**config.mk**
```make
export PLATFORM = sky130hd
export DESIGN_NAME = multithread_issue_core_unit
export DESIGN_NICKNAME = d
export VERILOG_FILES = /design/src/rtl/core/mic_pkg.sv /design/src/rtl/core/mic_ctrl.sv /design/src/rtl/core/mic_dp.sv /design/src/rtl/core/multithread_issue_core_unit.sv
export VERILOG_INCLUDE_DIRS = /design/src /design/src/rtl/core
export SDC_FILE = /design/constraint.sdc
export NUM_CORES = 2
export LEC_CHECK = 0
export CORE_ASPECT_RATIO = 1.2
export CORE_UTILIZATION = 56
export CTS_CLUSTER_DIAMETER = 120
export DETAILED_ROUTE_END_ITERATION = 10
export DONT_BUFFER_PORTS = 1
export GPL_ROUTABILITY_DRIVEN = 1
export PLACE_DENSITY = 0.74
export SYNTH_ARGS = -nofsm -noshare
export SYNTH_HDL_FRONTEND = slang
export SYNTH_SLANG_ARGS = --single-unit
```
**constraint.sdc**
```tcl
create_clock -name clock -period 12 [get_ports clock]
set_clock_uncertainty 0.2 [all_clocks]
set_input_delay 2.4 -clock clock [delete_from_list [all_inputs] [get_ports clock]]
set_output_delay 2.4 -clock clock [all_outputs]
set_load 0.02 [all_outputs]
```
**src/rtl/core/multithread_issue_core_unit_assert.svh**
```systemverilog
// Assertion macros shared by the core files
`ifndef MULTITHREAD_ISSUE_CORE_UNIT_ASSERT_SVH
`define MULTITHREAD_ISSUE_CORE_UNIT_ASSERT_SVH
// implication checked at every edge outside reset
`define MIC_ASSERT_IMPL(lbl, rst, ante, cons, msg) \
   lbl: assert property (@(posedge clock) disable iff (rst) (ante) |-> (cons)) \
      else $error(msg);
// next-cycle implication
`define MIC_ASSERT_NEXT(lbl, rst, ante, cons, msg) \
   lbl: assert property (@(posedge clock) disable iff (rst) (ante) |=> (cons)) \
      else $error(msg);
`endif

```
**src/rtl/core/mic_pkg.sv**
```systemverilog
package mic_pkg;
   localparam int MaxThreads = 8;
   localparam int NumRegs    = 8;
   localparam int LineBits   = 16;
   localparam int TidW       = $clog2(MaxThreads);
   localparam int RegW       = $clog2(NumRegs);
   localparam int CntW       = 48;
   localparam logic [CntW-1:0] CntMax = {CntW{1'b1}};

   localparam logic [1:0] MODE_ADV  = 2'd0;
   localparam logic [1:0] MODE_EXE  = 2'd1;
   localparam logic [1:0] MODE_LDR  = 2'd2;
   localparam logic [1:0] MODE_SKIP = 2'd3;

   localparam logic [2:0] OP_NOP   = 3'd0;
   localparam logic [2:0] OP_ADD   = 3'd1;
   localparam logic [2:0] OP_SUB   = 3'd2;
   localparam logic [2:0] OP_ADDI  = 3'd3;
   localparam logic [2:0] OP_SUBI  = 3'd4;
   localparam logic [2:0] OP_LOAD  = 3'd5;
   localparam logic [2:0] OP_STORE = 3'd6;
   localparam logic [2:0] OP_HALT  = 3'd7;

   localparam logic [2:0] CSR_MT_MODE   = 3'd0;
   localparam logic [2:0] CSR_ACTIVE    = 3'd1;
   localparam logic [2:0] CSR_LOAD_LAT  = 3'd2;
   localparam logic [2:0] CSR_STORE_LAT = 3'd3;
   localparam logic [2:0] CSR_SW_PEN    = 3'd4;

   // controller -> datapath
   typedef struct packed {
      logic adv;      // advance step 1 (tick, pick)
      logic adv2;     // advance step 2 (penalty, fetch, result)
      logic exe_rd;   // execute step 1: register read
      logic exe_rd2;  // store only: base register read
      logic exe_wb;   // execute last step: write back, result
      logic ldr;      // load return write, result
      logic skip;     // unused mode: result only
      logic clear;    // clearing pass write
   } dp_cmd_type;

   // datapath -> controller
   typedef struct packed {
      logic done;
      logic extra;    // latched op needs the base register read
   } dp_sts_type;
endpackage

```
**src/rtl/core/mic_ctrl.sv**
```systemverilog
module mic_ctrl
   import mic_pkg::*;
(
   input  logic       clock,
   input  logic       reset,
   input  logic       start,
   input  logic [1:0] mode,
   output logic       busy,
   output dp_cmd_type cmd,
   input  dp_sts_type sts
);
   localparam logic [2:0] ST_CLR  = 3'd0;
   localparam logic [2:0] ST_IDLE = 3'd1;
   localparam logic [2:0] ST_ADV2 = 3'd2;
   localparam logic [2:0] ST_EXE2 = 3'd3;
   localparam logic [2:0] ST_EXE3 = 3'd4;

   logic [2:0] state_ff, state_in;
   logic       take;

   assign busy = (state_ff != ST_IDLE);
   assign take = start && !busy;

   always_comb begin
      state_in = state_ff;
      cmd      = '0;
      case (state_ff)
         ST_CLR: begin
            cmd.clear = 1'b1;
            if (sts.done) state_in = ST_IDLE;
         end
         ST_IDLE: begin
            if (take) begin
               case (mode)
                  MODE_ADV: begin cmd.adv = 1'b1; state_in = ST_ADV2; end
                  MODE_EXE: begin cmd.exe_rd = 1'b1; state_in = ST_EXE2; end
                  MODE_LDR: cmd.ldr = 1'b1;
                  default:  cmd.skip = 1'b1;
               endcase
            end
         end
         ST_ADV2: begin cmd.adv2 = 1'b1; state_in = ST_IDLE; end
         ST_EXE2: begin
            if (sts.extra) begin
               cmd.exe_rd2 = 1'b1;
               state_in = ST_EXE3;
            end else begin
               cmd.exe_wb = 1'b1;
               state_in = ST_IDLE;
            end
         end
         ST_EXE3: begin cmd.exe_wb = 1'b1; state_in = ST_IDLE; end
         default: state_in = ST_IDLE;
      endcase
   end

   always_ff @(posedge clock) begin
      if (reset) state_ff <= ST_CLR;
      else       state_ff <= state_in;
   end

   `include "multithread_issue_core_unit_assert.svh"
   `MIC_ASSERT_NEXT(a_adv_two, reset, cmd.adv, state_ff == ST_ADV2, "advance lost step")
   `MIC_ASSERT_NEXT(a_exe_two, reset, cmd.exe_rd, state_ff == ST_EXE2, "execute lost step")
   `MIC_ASSERT_NEXT(a_exe_three, reset, cmd.exe_rd2, state_ff == ST_EXE3, "store lost step")
   `MIC_ASSERT_IMPL(a_one_cmd, reset, 1'b1, $onehot0(cmd), "several commands at once")
endmodule

```
**src/rtl/core/mic_dp.sv**
```systemverilog
module mic_dp
   import mic_pkg::*;
(
   input  logic              clock,
   input  logic              reset,
   input  dp_cmd_type        cmd,
   output dp_sts_type        sts,
   input  logic              cfg_mt_mode,
   input  logic [3:0]        cfg_active,
   input  logic [7:0]        cfg_load_lat,
   input  logic [7:0]        cfg_store_lat,
   input  logic [7:0]        cfg_sw_pen,
   input  logic [2:0]        opcode,
   input  logic [2:0]        dest_reg,
   input  logic [2:0]        src1_reg,
   input  logic signed [31:0] src2_or_imm,
   input  logic              src2_is_imm,
   input  logic signed [31:0] load_data,
   output logic              rsp_valid,
   output logic              rsp_idle,
   output logic              rsp_all_halted,
   output logic [2:0]        rsp_thread_id,
   output logic [15:0]       rsp_instr_line,
   output logic              rsp_mem_read,
   output logic              rsp_mem_write,
   output logic signed [31:0] rsp_mem_address,
   output logic signed [31:0] rsp_store_data,
   output logic [47:0]       rsp_cycle_count,
   output logic [47:0]       rsp_instr_count
);
   localparam int RfDepth = MaxThreads * NumRegs;
   localparam int RfAw    = $clog2(RfDepth);

   // register file: two read ports, one write port
   logic [31:0] rf_mem [RfDepth];
   logic [31:0] rd_a_ff, rd_b_ff, rd_c_ff;
   logic [RfAw:0] clr_ff;
   logic [RfAw-1:0] wr_addr, ra_a, ra_b, ra_p2;
   logic [31:0]     wr_data;
   logic            wr_en;

   logic [8:0]          stall_ff [MaxThreads];
   logic [MaxThreads-1:0] halted_ff;
   logic [LineBits-1:0] line_ff [MaxThreads];
   logic [TidW-1:0]     cur_ff;
   logic                first_ff;
   logic [RegW-1:0]     pend_ff;
   logic [CntW-1:0]     cyc_ff, ins_ff;

   // latched input beat
   logic [2:0]  op_ff;
   logic [RegW-1:0] rd_ff;
   logic [31:0] s2_ff;
   logic        imm_ff;
   logic        sel_ff, live_ff;
   logic [TidW-1:0] pick_ff;

   logic [4:0] n_act;
   logic [MaxThreads-1:0] active_m, ready_m;
   logic every_halted;

   always_comb begin
      if (cfg_active == 4'd0) n_act = 5'd1;
      else if ({1'b0, cfg_active} > 5'(MaxThreads)) n_act = 5'(MaxThreads);
      else n_act = {1'b0, cfg_active};
      for (int i = 0; i < MaxThreads; i++) active_m[i] = (5'(i) < n_act);
      every_halted = ((active_m & ~halted_ff) == '0);
   end

   // ready when the stall count is at most one, so it is clear after the tick
   always_comb begin
      for (int i = 0; i < MaxThreads; i++)
         ready_m[i] = active_m[i] && !halted_ff[i] && (stall_ff[i] <= 9'd1);
   end

   // rotating search from the current thread; any ready thread selects,
   // the fine-grained skip only moves the pick (falls back to current)
   logic [TidW-1:0] pick;
   logic            found;
   always_comb begin
      logic [TidW-1:0] idx;
      pick  = cur_ff;
      found = |ready_m;
      for (int k = MaxThreads - 1; k >= 0; k--) begin
         idx = cur_ff + TidW'(k);
         if (ready_m[idx] && !(k == 0 && cfg_mt_mode && !first_ff)) pick = idx;
      end
   end

   function automatic logic [CntW-1:0] sat_add(logic [CntW-1:0] a, logic [CntW-1:0] b);
      logic [CntW:0] s;
      s = {1'b0, a} + {1'b0, b};
      return s[CntW] ? CntMax : s[CntW-1:0];
   endfunction

   assign ra_a = {cur_ff, src1_reg[RegW-1:0]};
   assign ra_b = {cur_ff, src2_or_imm[RegW-1:0]};
   // port two: second operand on the accepting edge, store base in the cycle after
   assign ra_p2 = cmd.exe_rd2 ? {cur_ff, rd_ff} : ra_b;

   always_ff @(posedge clock) begin
      if (wr_en) rf_mem[wr_addr] <= wr_data;
      if (cmd.exe_rd) rd_a_ff <= rf_mem[ra_a];
      if (cmd.exe_rd) rd_b_ff <= rf_mem[ra_p2];
      if (cmd.exe_rd2) rd_c_ff <= rf_mem[ra_p2];
   end

   logic [31:0] second, alu;
   assign second = imm_ff ? s2_ff : rd_b_ff;
   always_comb begin
      case (op_ff)
         OP_ADD:  alu = rd_a_ff + rd_b_ff;
         OP_SUB:  alu = rd_a_ff - rd_b_ff;
         OP_ADDI: alu = rd_a_ff + s2_ff;
         OP_SUBI: alu = rd_a_ff - s2_ff;
         default: alu = rd_a_ff + second;
      endcase
   end

   always_comb begin
      wr_en   = 1'b0;
      wr_addr = {cur_ff, rd_ff};
      wr_data = alu;
      if (cmd.clear) begin
         wr_en = 1'b1; wr_addr = clr_ff[RfAw-1:0]; wr_data = '0;
      end else if (cmd.ldr) begin
         wr_en = 1'b1; wr_addr = {cur_ff, pend_ff}; wr_data = load_data;
      end else if (cmd.exe_wb && live_ff) begin
         wr_en = (op_ff == OP_ADD) || (op_ff == OP_SUB) ||
                 (op_ff == OP_ADDI) || (op_ff == OP_SUBI);
      end
   end

   assign sts = '{done: clr_ff[RfAw], extra: (op_ff == OP_STORE)};

   logic [8:0] pen9;
   assign pen9 = {1'b0, cfg_sw_pen};

   always_ff @(posedge clock) begin
      if (reset) begin
         clr_ff    <= '0;
         halted_ff <= '0;
         cur_ff    <= '0;
         first_ff  <= 1'b1;
         pend_ff   <= '0;
         cyc_ff    <= '0;
         ins_ff    <= '0;
         rsp_valid <= 1'b0;
         for (int i = 0; i < MaxThreads; i++) begin
            stall_ff[i] <= '0;
            line_ff[i]  <= '0;
         end
      end else begin
         rsp_valid <= 1'b0;
         if (cmd.clear) clr_ff <= clr_ff + 1'b1;
         if (cmd.adv || cmd.exe_rd) begin
            op_ff  <= opcode;
            rd_ff  <= dest_reg[RegW-1:0];
            s2_ff  <= src2_or_imm;
            imm_ff <= src2_is_imm;
            live_ff <= active_m[cur_ff] && !halted_ff[cur_ff];
         end
         if (cmd.adv) begin
            sel_ff <= !every_halted && found;
            pick_ff <= pick;
            if (!every_halted) begin
               for (int i = 0; i < MaxThreads; i++)
                  stall_ff[i] <= (stall_ff[i] > 9'd1) ? stall_ff[i] - 9'd1 : 9'd0;
               if (!found) cyc_ff <= sat_add(cyc_ff, 48'd1);
            end
         end
         if (cmd.adv2) begin
            rsp_valid <= 1'b1;
            rsp_idle  <= !sel_ff;
            rsp_instr_line <= '0;
            rsp_mem_read <= 1'b0; rsp_mem_write <= 1'b0;
            rsp_mem_address <= '0; rsp_store_data <= '0;
            rsp_all_halted <= every_halted;
            rsp_cycle_count <= cyc_ff;
            rsp_thread_id <= 3'(cur_ff);
            if (sel_ff) begin
               if (!cfg_mt_mode && pick_ff != cur_ff) begin
                  rsp_cycle_count <= sat_add(cyc_ff, 48'(cfg_sw_pen));
                  cyc_ff <= sat_add(cyc_ff, 48'(cfg_sw_pen));
                  for (int i = 0; i < MaxThreads; i++)
                     stall_ff[i] <= (stall_ff[i] > pen9) ? stall_ff[i] - pen9 : 9'd0;
               end
               cur_ff <= pick_ff;
               rsp_thread_id <= 3'(pick_ff);
               rsp_instr_line <= 16'(line_ff[pick_ff]);
               line_ff[pick_ff] <= line_ff[pick_ff] + 1'b1;
            end
            rsp_instr_count <= ins_ff;
         end
         if (cmd.exe_wb) begin
            logic [CntW-1:0] c1, i1;
            c1 = live_ff ? sat_add(cyc_ff, 48'd1) : cyc_ff;
            i1 = live_ff ? sat_add(ins_ff, 48'd1) : ins_ff;
            rsp_valid <= 1'b1;
            rsp_idle <= 1'b0;
            rsp_thread_id <= 3'(cur_ff);
            rsp_instr_line <= '0;
            rsp_mem_read <= 1'b0; rsp_mem_write <= 1'b0;
            rsp_mem_address <= '0; rsp_store_data <= '0;
            rsp_cycle_count <= c1; rsp_instr_count <= i1;
            rsp_all_halted <= every_halted;
            if (live_ff) begin
               cyc_ff <= c1; ins_ff <= i1; first_ff <= 1'b0;
               case (op_ff)
                  OP_NOP: stall_ff[cur_ff] <= stall_ff[cur_ff];
                  OP_LOAD: begin
                     rsp_mem_read <= 1'b1;
                     rsp_mem_address <= rd_a_ff + second;
                     pend_ff <= rd_ff;
                     stall_ff[cur_ff] <= 9'd1 + {1'b0, cfg_load_lat};
                  end
                  OP_STORE: begin
                     rsp_mem_write <= 1'b1;
                     rsp_mem_address <= rd_c_ff + second;
                     rsp_store_data <= rd_a_ff;
                     stall_ff[cur_ff] <= 9'd1 + {1'b0, cfg_store_lat};
                  end
                  OP_HALT: begin
                     halted_ff[cur_ff] <= 1'b1;
                     stall_ff[cur_ff] <= 9'd1;
                     rsp_all_halted <= ((active_m & ~(halted_ff |
                        (MaxThreads'(1) << cur_ff))) == '0);
                  end
                  default: stall_ff[cur_ff] <= 9'd1;
               endcase
            end
         end
         if (cmd.ldr || cmd.skip) begin
            rsp_valid <= 1'b1;
            rsp_idle <= 1'b0;
            rsp_thread_id <= 3'(cur_ff);
            rsp_instr_line <= '0;
            rsp_mem_read <= 1'b0; rsp_mem_write <= 1'b0;
            rsp_mem_address <= '0; rsp_store_data <= '0;
            rsp_cycle_count <= cyc_ff; rsp_instr_count <= ins_ff;
            rsp_all_halted <= every_halted;
         end
      end
   end

   `include "multithread_issue_core_unit_assert.svh"
   `MIC_ASSERT_NEXT(a_rsp_beat, reset, cmd.adv2 || cmd.exe_wb || cmd.ldr || cmd.skip, rsp_valid, "missing beat")
   `MIC_ASSERT_IMPL(a_rw_excl, reset, rsp_valid, !(rsp_mem_read && rsp_mem_write), "read and write")
   `MIC_ASSERT_NEXT(a_cyc_mono, reset, !cmd.clear, cyc_ff >= $past(cyc_ff), "cycle count fell")
endmodule

```
**src/rtl/core/multithread_issue_core_unit.sv**
```systemverilog
// Multithreaded issue core. One beat on start (taken when busy is low)
// gives exactly one result beat, flagged by rsp_valid for a single cycle;
// the receiver cannot stall, so capture it then. An advance beat runs a
// tick-and-pick step, then a penalty-and-fetch step; an execute beat runs
// a register read, then an update; a store reads its base register in a
// step of its own between them, as the file has two read ports; busy
// is high from the accepting edge until the last step, whose edge puts out
// the result beat. A load return, or a beat of the unused mode 3, is taken
// in the idle state and busy stays low. After reset a clearing pass zeroes
// the register file, one word per cycle, with busy high; CSR writes are
// taken at any time but belong between beats.
module multithread_issue_core_unit
   import mic_pkg::*;
(
   input  logic              clock,
   input  logic              reset,
   input  logic              start,
   output logic              busy,
   input  logic [1:0]        req_mode,
   input  logic [2:0]        req_opcode,
   input  logic [2:0]        req_dest_reg,
   input  logic [2:0]        req_src1_reg,
   input  logic signed [31:0] req_src2_or_imm,
   input  logic              req_src2_is_imm,
   input  logic signed [31:0] req_load_data,
   input  logic              csr_write,
   input  logic [2:0]        csr_index,
   input  logic [7:0]        csr_data,
   output logic              rsp_valid,
   output logic              rsp_idle,
   output logic              rsp_all_halted,
   output logic [2:0]        rsp_thread_id,
   output logic [15:0]       rsp_instr_line,
   output logic              rsp_mem_read,
   output logic              rsp_mem_write,
   output logic signed [31:0] rsp_mem_address,
   output logic signed [31:0] rsp_store_data,
   output logic [47:0]       rsp_cycle_count,
   output logic [47:0]       rsp_instr_count
);
   logic       mt_mode_ff;
   logic [3:0] active_ff;
   logic [7:0] load_lat_ff, store_lat_ff, sw_pen_ff;
   dp_cmd_type cmd;
   dp_sts_type sts;

   // CSR bank
   always_ff @(posedge clock) begin
      if (reset) begin
         mt_mode_ff <= 1'b0; active_ff <= 4'd8;
         load_lat_ff <= '0; store_lat_ff <= '0; sw_pen_ff <= '0;
      end else if (csr_write) begin
         case (csr_index)
            CSR_MT_MODE:   mt_mode_ff   <= csr_data[0];
            CSR_ACTIVE:    active_ff    <= csr_data[3:0];
            CSR_LOAD_LAT:  load_lat_ff  <= csr_data;
            CSR_STORE_LAT: store_lat_ff <= csr_data;
            CSR_SW_PEN:    sw_pen_ff    <= csr_data;
            default:       mt_mode_ff   <= mt_mode_ff;
         endcase
      end
   end

   mic_ctrl u_ctrl (
      .clock(clock), .reset(reset), .start(start), .mode(req_mode),
      .busy(busy), .cmd(cmd), .sts(sts)
   );

   mic_dp u_dp (
      .clock(clock), .reset(reset), .cmd(cmd), .sts(sts),
      .cfg_mt_mode(mt_mode_ff), .cfg_active(active_ff),
      .cfg_load_lat(load_lat_ff), .cfg_store_lat(store_lat_ff),
      .cfg_sw_pen(sw_pen_ff),
      .opcode(req_opcode), .dest_reg(req_dest_reg), .src1_reg(req_src1_reg),
      .src2_or_imm(req_src2_or_imm), .src2_is_imm(req_src2_is_imm),
      .load_data(req_load_data),
      .rsp_valid(rsp_valid), .rsp_idle(rsp_idle),
      .rsp_all_halted(rsp_all_halted), .rsp_thread_id(rsp_thread_id),
      .rsp_instr_line(rsp_instr_line), .rsp_mem_read(rsp_mem_read),
      .rsp_mem_write(rsp_mem_write), .rsp_mem_address(rsp_mem_address),
      .rsp_store_data(rsp_store_data), .rsp_cycle_count(rsp_cycle_count),
      .rsp_instr_count(rsp_instr_count)
   );
endmodule
```
==> run_results.csv <==
group,metric,value,unit
job,maxCapViolations,0,
floorplanning,num_io_pins,276,
floorplanning,die_x,454,µm
hold_path,hold_path_startpoint,"u_dp.first_ff$_SDFFE_PP1P_",
clock_tree,cts.path.max_buffers,4,
global_routing,grt_pass1_wl,656000,µm
layout,finish.utilization,0.620,
critical_path,cp.depth,3,
critical_path,cp_num_buf_inv,0,
critical_path,cp.arrival,9.21,ns
clock_tree,htree_levels,5,
global_routing,grt_max_degree,513,
critical_path,r2r_slack,4.78,ns
place,place_area,0.142,mm²
critical_path,cpMostUsedCell,"mux4_2",
clock_tree,cts_resized,0,
floorplanning,die-area,0.248,mm²
critical_path,cpLargestDelayFamily,"multiplexers",
global_routing,antenna_found_initial,56,
floorplanning,die_h,545,µm
clock_tree,cts_tree,"yes",
sta,worst_pin_slew,6.27,ns
critical_path,critical_path_class,"in2reg",
layout,final_area,0.151,mm²
sta,fin_crit_sh,0.739,
layout,fin_nets,8817,
sta,rsz0062_at_grt,"no",
synth,syn_area,0.138,mm²
detailed_routing,drcViolationCount,0,
hold_path,hold_depth,2,
detailed_routing,drt_iter0_drc,16200,
clock_tree,cts-root-buf,"clkbuf_16",
clock_tree,clock_sinks,2725,
critical_path,path_cells,"mux4_2, mux4_2, mux4_2",
synth,syn_inst,8577,
pwr,pwr_density_cell,133,mW/mm²
sta,setup_viol,0,
critical_path,rr_endpoint,"u_dp.rf_mem[7][27]$_DFFE_PP_",
synth,synth-edff-count,2571,
hold_path,hp-class,"reg2reg",
place,dpl.hpwl,285000,µm
status,failed_checks,"max-slew violations",
pwr,peakVddDrop,0.119,mV
detailed_routing,viasPerCell,7.72,
synth,ys_seq_elements,2725,
critical_path,max_stage_delay,2.84,ns
detailed_routing,postRouteAntennaNets,0,
synth,ys_types,87,
global_routing,grt_pass1_vias,89500,
synth,ys_seq_area_frac,0.584,
sta,holdWs,0.261,ns
critical_path,slowest_stage,"mux4_2",
clock_tree,clk_latency,0.89,ns
layout,multi_input_area,0.0556,mm²
detailed_routing,wirelength,465000,µm
critical_path,timing.rr.start,"u_dp.op_ff[0]$_DFFE_PP_",
floorplanning,rows,198,
synth,yosys_warnings,0,
pwr,power,0.0201,W
detailed_routing,vias,92300,
detailed_routing,first_pass_iters,9,
layout,area_delta_synth_final,9.66,%
sta,fmaxAchievable,113,MHz
clock_tree,path_clk_slew,0.06,ns
critical_path,worstPathRequired,12.34,ns
global_routing,overflow,0,
hold_path,min_to,"u_dp.first_ff$_SDFFE_PP1P_",
synth,synth-async-reset-ratio,0,
sta,period_needed,8.87,ns
sta,hold_violations,0,
layout,fillCellCount,16600,
place,gp_congestion,0.976,
critical_path,reg2reg_depth,19,
layout,layout-drive-gt1-share,0.249,
synth,syn_area_per_cell,16.0,µm²
critical_path,crit_fanout,512,
synth,syn_nets,8879,
clock_tree,holdBufCountCts,0,
synth,synth-main-ff-cell,"edfxtp_1",
floorplanning,coreArea,0.243,mm²
place,portBuffers,0,
pwr,p_leak,49.4,nW
sta,relSlewSlack,-3.18,
status,status,"finished with violations",
clock_tree,post_cts_buffers,0,
critical_path,cp-start-kind,"input port",
clock_tree,cts-buffers-inserted,281,
critical_path,end_kind,"flop",
sta,setup_tns,0,ns
sta,drv_slew,459,
floorplanning,initial_utilization,0.566,
layout,regArea,0.0803,mm²
global_routing,gr-usage-all-layers,0.373,
detailed_routing,wl_per_cell,38.9,µm
==> worst min-delay path, stage by stage (launching register included) <==
cell	delay, ns
dfxtp_1	0.31
nand2_1	0.05
nand2_1	0.05
==> cell usage in the layout (no fill, tap or decap), types with 51 or more instances in the layout <==
master | netlist | final
a21oi_1 | 301 | 288
nand2_1 | 519 | 517
nor2_1 | 602 | 528
mux2i_1 | 60 | 57
a21o_1 | 56 | 56
xnor2_1 | 165 | 164
dfxtp_1 | 154 | 150
nor2_4 | 0 | 72
and3_1 | 101 | 100
ha_1 | 199 | 199
nor3_1 | 115 | 111
inv_1 | 135 | 135
o221ai_1 | 55 | 55
a31oi_1 | 80 | 77
edfxtp_1 | 2571 | 2571
mux4_2 | 1370 | 1370
nand4_1 | 66 | 66
buf_4 | 3 | 184
nand3_1 | 138 | 138
xor2_1 | 133 | 132
and2_1 | 86 | 85
o21ai_0 | 306 | 305
clkbuf_16 | 0 | 291
clkinv_1 | 6 | 51
==> flip-flops by register name, summed over array words and instances, names as in the netlist, 4 cells and up, named ones only <==
register,count
u_dp.stall_ff,72
sw_pen_ff,8
active_ff,4
load_lat_ff,8
u_dp.cyc_ff,48
u_dp.rf_mem,2048
store_lat_ff,8
u_dp.rsp_cycle_count,48
u_dp.rsp_instr_count,48
u_dp.rd_c_ff,32
u_dp.halted_ff,8
u_dp.rsp_store_data,32
u_dp.line_ff,128
u_dp.rd_a_ff,32
u_dp.s2_ff,32
u_dp.clr_ff,7
u_dp.rsp_instr_line,16
u_dp.rsp_mem_address,32
u_dp.ins_ff,48
u_dp.rd_b_ff,32
==> worst max path at each step <==
stage / slack, ns / startpoint / endpoint
detailed placement: 4.77 / start / u_dp.rf_mem[47][2]$_DFFE_PP_
global placement: 4.70 / u_dp.op_ff[0]$_DFFE_PP_ / u_dp.rf_mem[60][27]$_DFFE_PP_
floorplan: 2.79 / start / u_dp.rsp_all_halted$_DFFE_PP_
CTS: 4.90 / u_dp.op_ff[0]$_DFFE_PP_ / u_dp.rf_mem[20][27]$_DFFE_PP_
global route: 4.45 / u_dp.op_ff[0]$_DFFE_PP_ / u_dp.rf_mem[60][27]$_DFFE_PP_
finish: 3.13 / req_src1_reg[0] / u_dp.rd_a_ff[22]$_DFFE_PP_
==> metrics by stage <==
stage / worst slack [ns] / cells
2_1_floorplan: 2.79 / 8577
3_3_place_gp: 4.70 / 11400
3_5_place_dp: 4.77 / 11400
4_1_cts: 4.90 / 11900
5_1_grt: 4.45 / 11900
6_report: 3.13 / 12000
==> synthesized netlist by cell type (all sizes together), types with 27 or more instances <==
| cell | number | share of area |
|---|---|---|
| clkbuf | 369 | 0.010 |
| edfxtp | 2571 | 0.56 |
| o21a | 46 | 0.0025 |
| o221ai | 55 | 0.0035 |
| a21o | 56 | 0.0031 |
| o22ai | 39 | 0.0018 |
| nor2 | 602 | 0.016 |
| a31oi | 80 | 0.0036 |
| mux4 | 1370 | 0.22 |
| nand2b | 33 | 0.0015 |
| buf | 170 | 0.0056 |
| nor2b | 39 | 0.0018 |
| a21oi | 301 | 0.011 |
| o31ai | 28 | 0.0015 |
| nor3 | 115 | 0.0042 |
| o21ai | 321 | 0.012 |
| nand4 | 66 | 0.0030 |
| nand3 | 138 | 0.0050 |
| a22oi | 36 | 0.0020 |
| and3 | 101 | 0.0046 |
| xor2 | 133 | 0.0085 |
| and2 | 87 | 0.0040 |
| mux2i | 60 | 0.0044 |
| or3 | 48 | 0.0022 |
| nand3b | 27 | 0.0015 |
| ha | 199 | 0.018 |
| nand2 | 519 | 0.014 |
| a211oi | 42 | 0.0023 |
| xnor2 | 165 | 0.011 |
| a221oi | 31 | 0.0020 |
| o211ai | 29 | 0.0016 |
| inv | 136 | 0.0037 |
| nor4 | 48 | 0.0022 |
| mux2 | 48 | 0.0039 |
| dfxtp | 154 | 0.022 |
==> cell families after synthesis <==
kind of cell	synth area share
xor+xnor	0.0190
simple gates	0.0646
fa+ha+maj	0.0198
mux	0.233
compound gates	0.0610
buf+inv	0.0196
flops	0.584
==> layer usage <==
| metal | vias to the layer above | GRT usage | part of all wire |
|---|---|---|---|
| met5 | - | 0 | 0.00039 |
| met4 | 30 | 0.212 | 0.070 |
| met3 | 1689 | 0.124 | 0.15 |
| met2 | 8792 | 0.565 | 0.45 |
| met1 | 46600 | 0.472 | 0.33 |
| li1 | 35200 | - | - |
==> report_power, final <==
| group | internal [W] | total, W | leakage [nW] | switching (W) |
|---|---|---|---|---|
| registers | 0.0103 | 0.0104 | 26.1 | 0.0000484 |
| logic | 0.000546 | 0.00111 | 19.0 | 0.000560 |
| clock network | 0.00482 | 0.00862 | 4.29 | 0.00380 |
==> cell type report <==
class                           count  area share
Multi-Input combinational cell   5171       0.368
Inverter                          142     0.00357
Clock buffer                      343      0.0499
Sequential cell                  2725       0.532
Timing Repair Buffer              194      0.0105
Clock inverter                    148     0.00831
Antenna cell                       28    0.000464
Tap cell                         3200      0.0265
(Power assumes the default switching activity.)
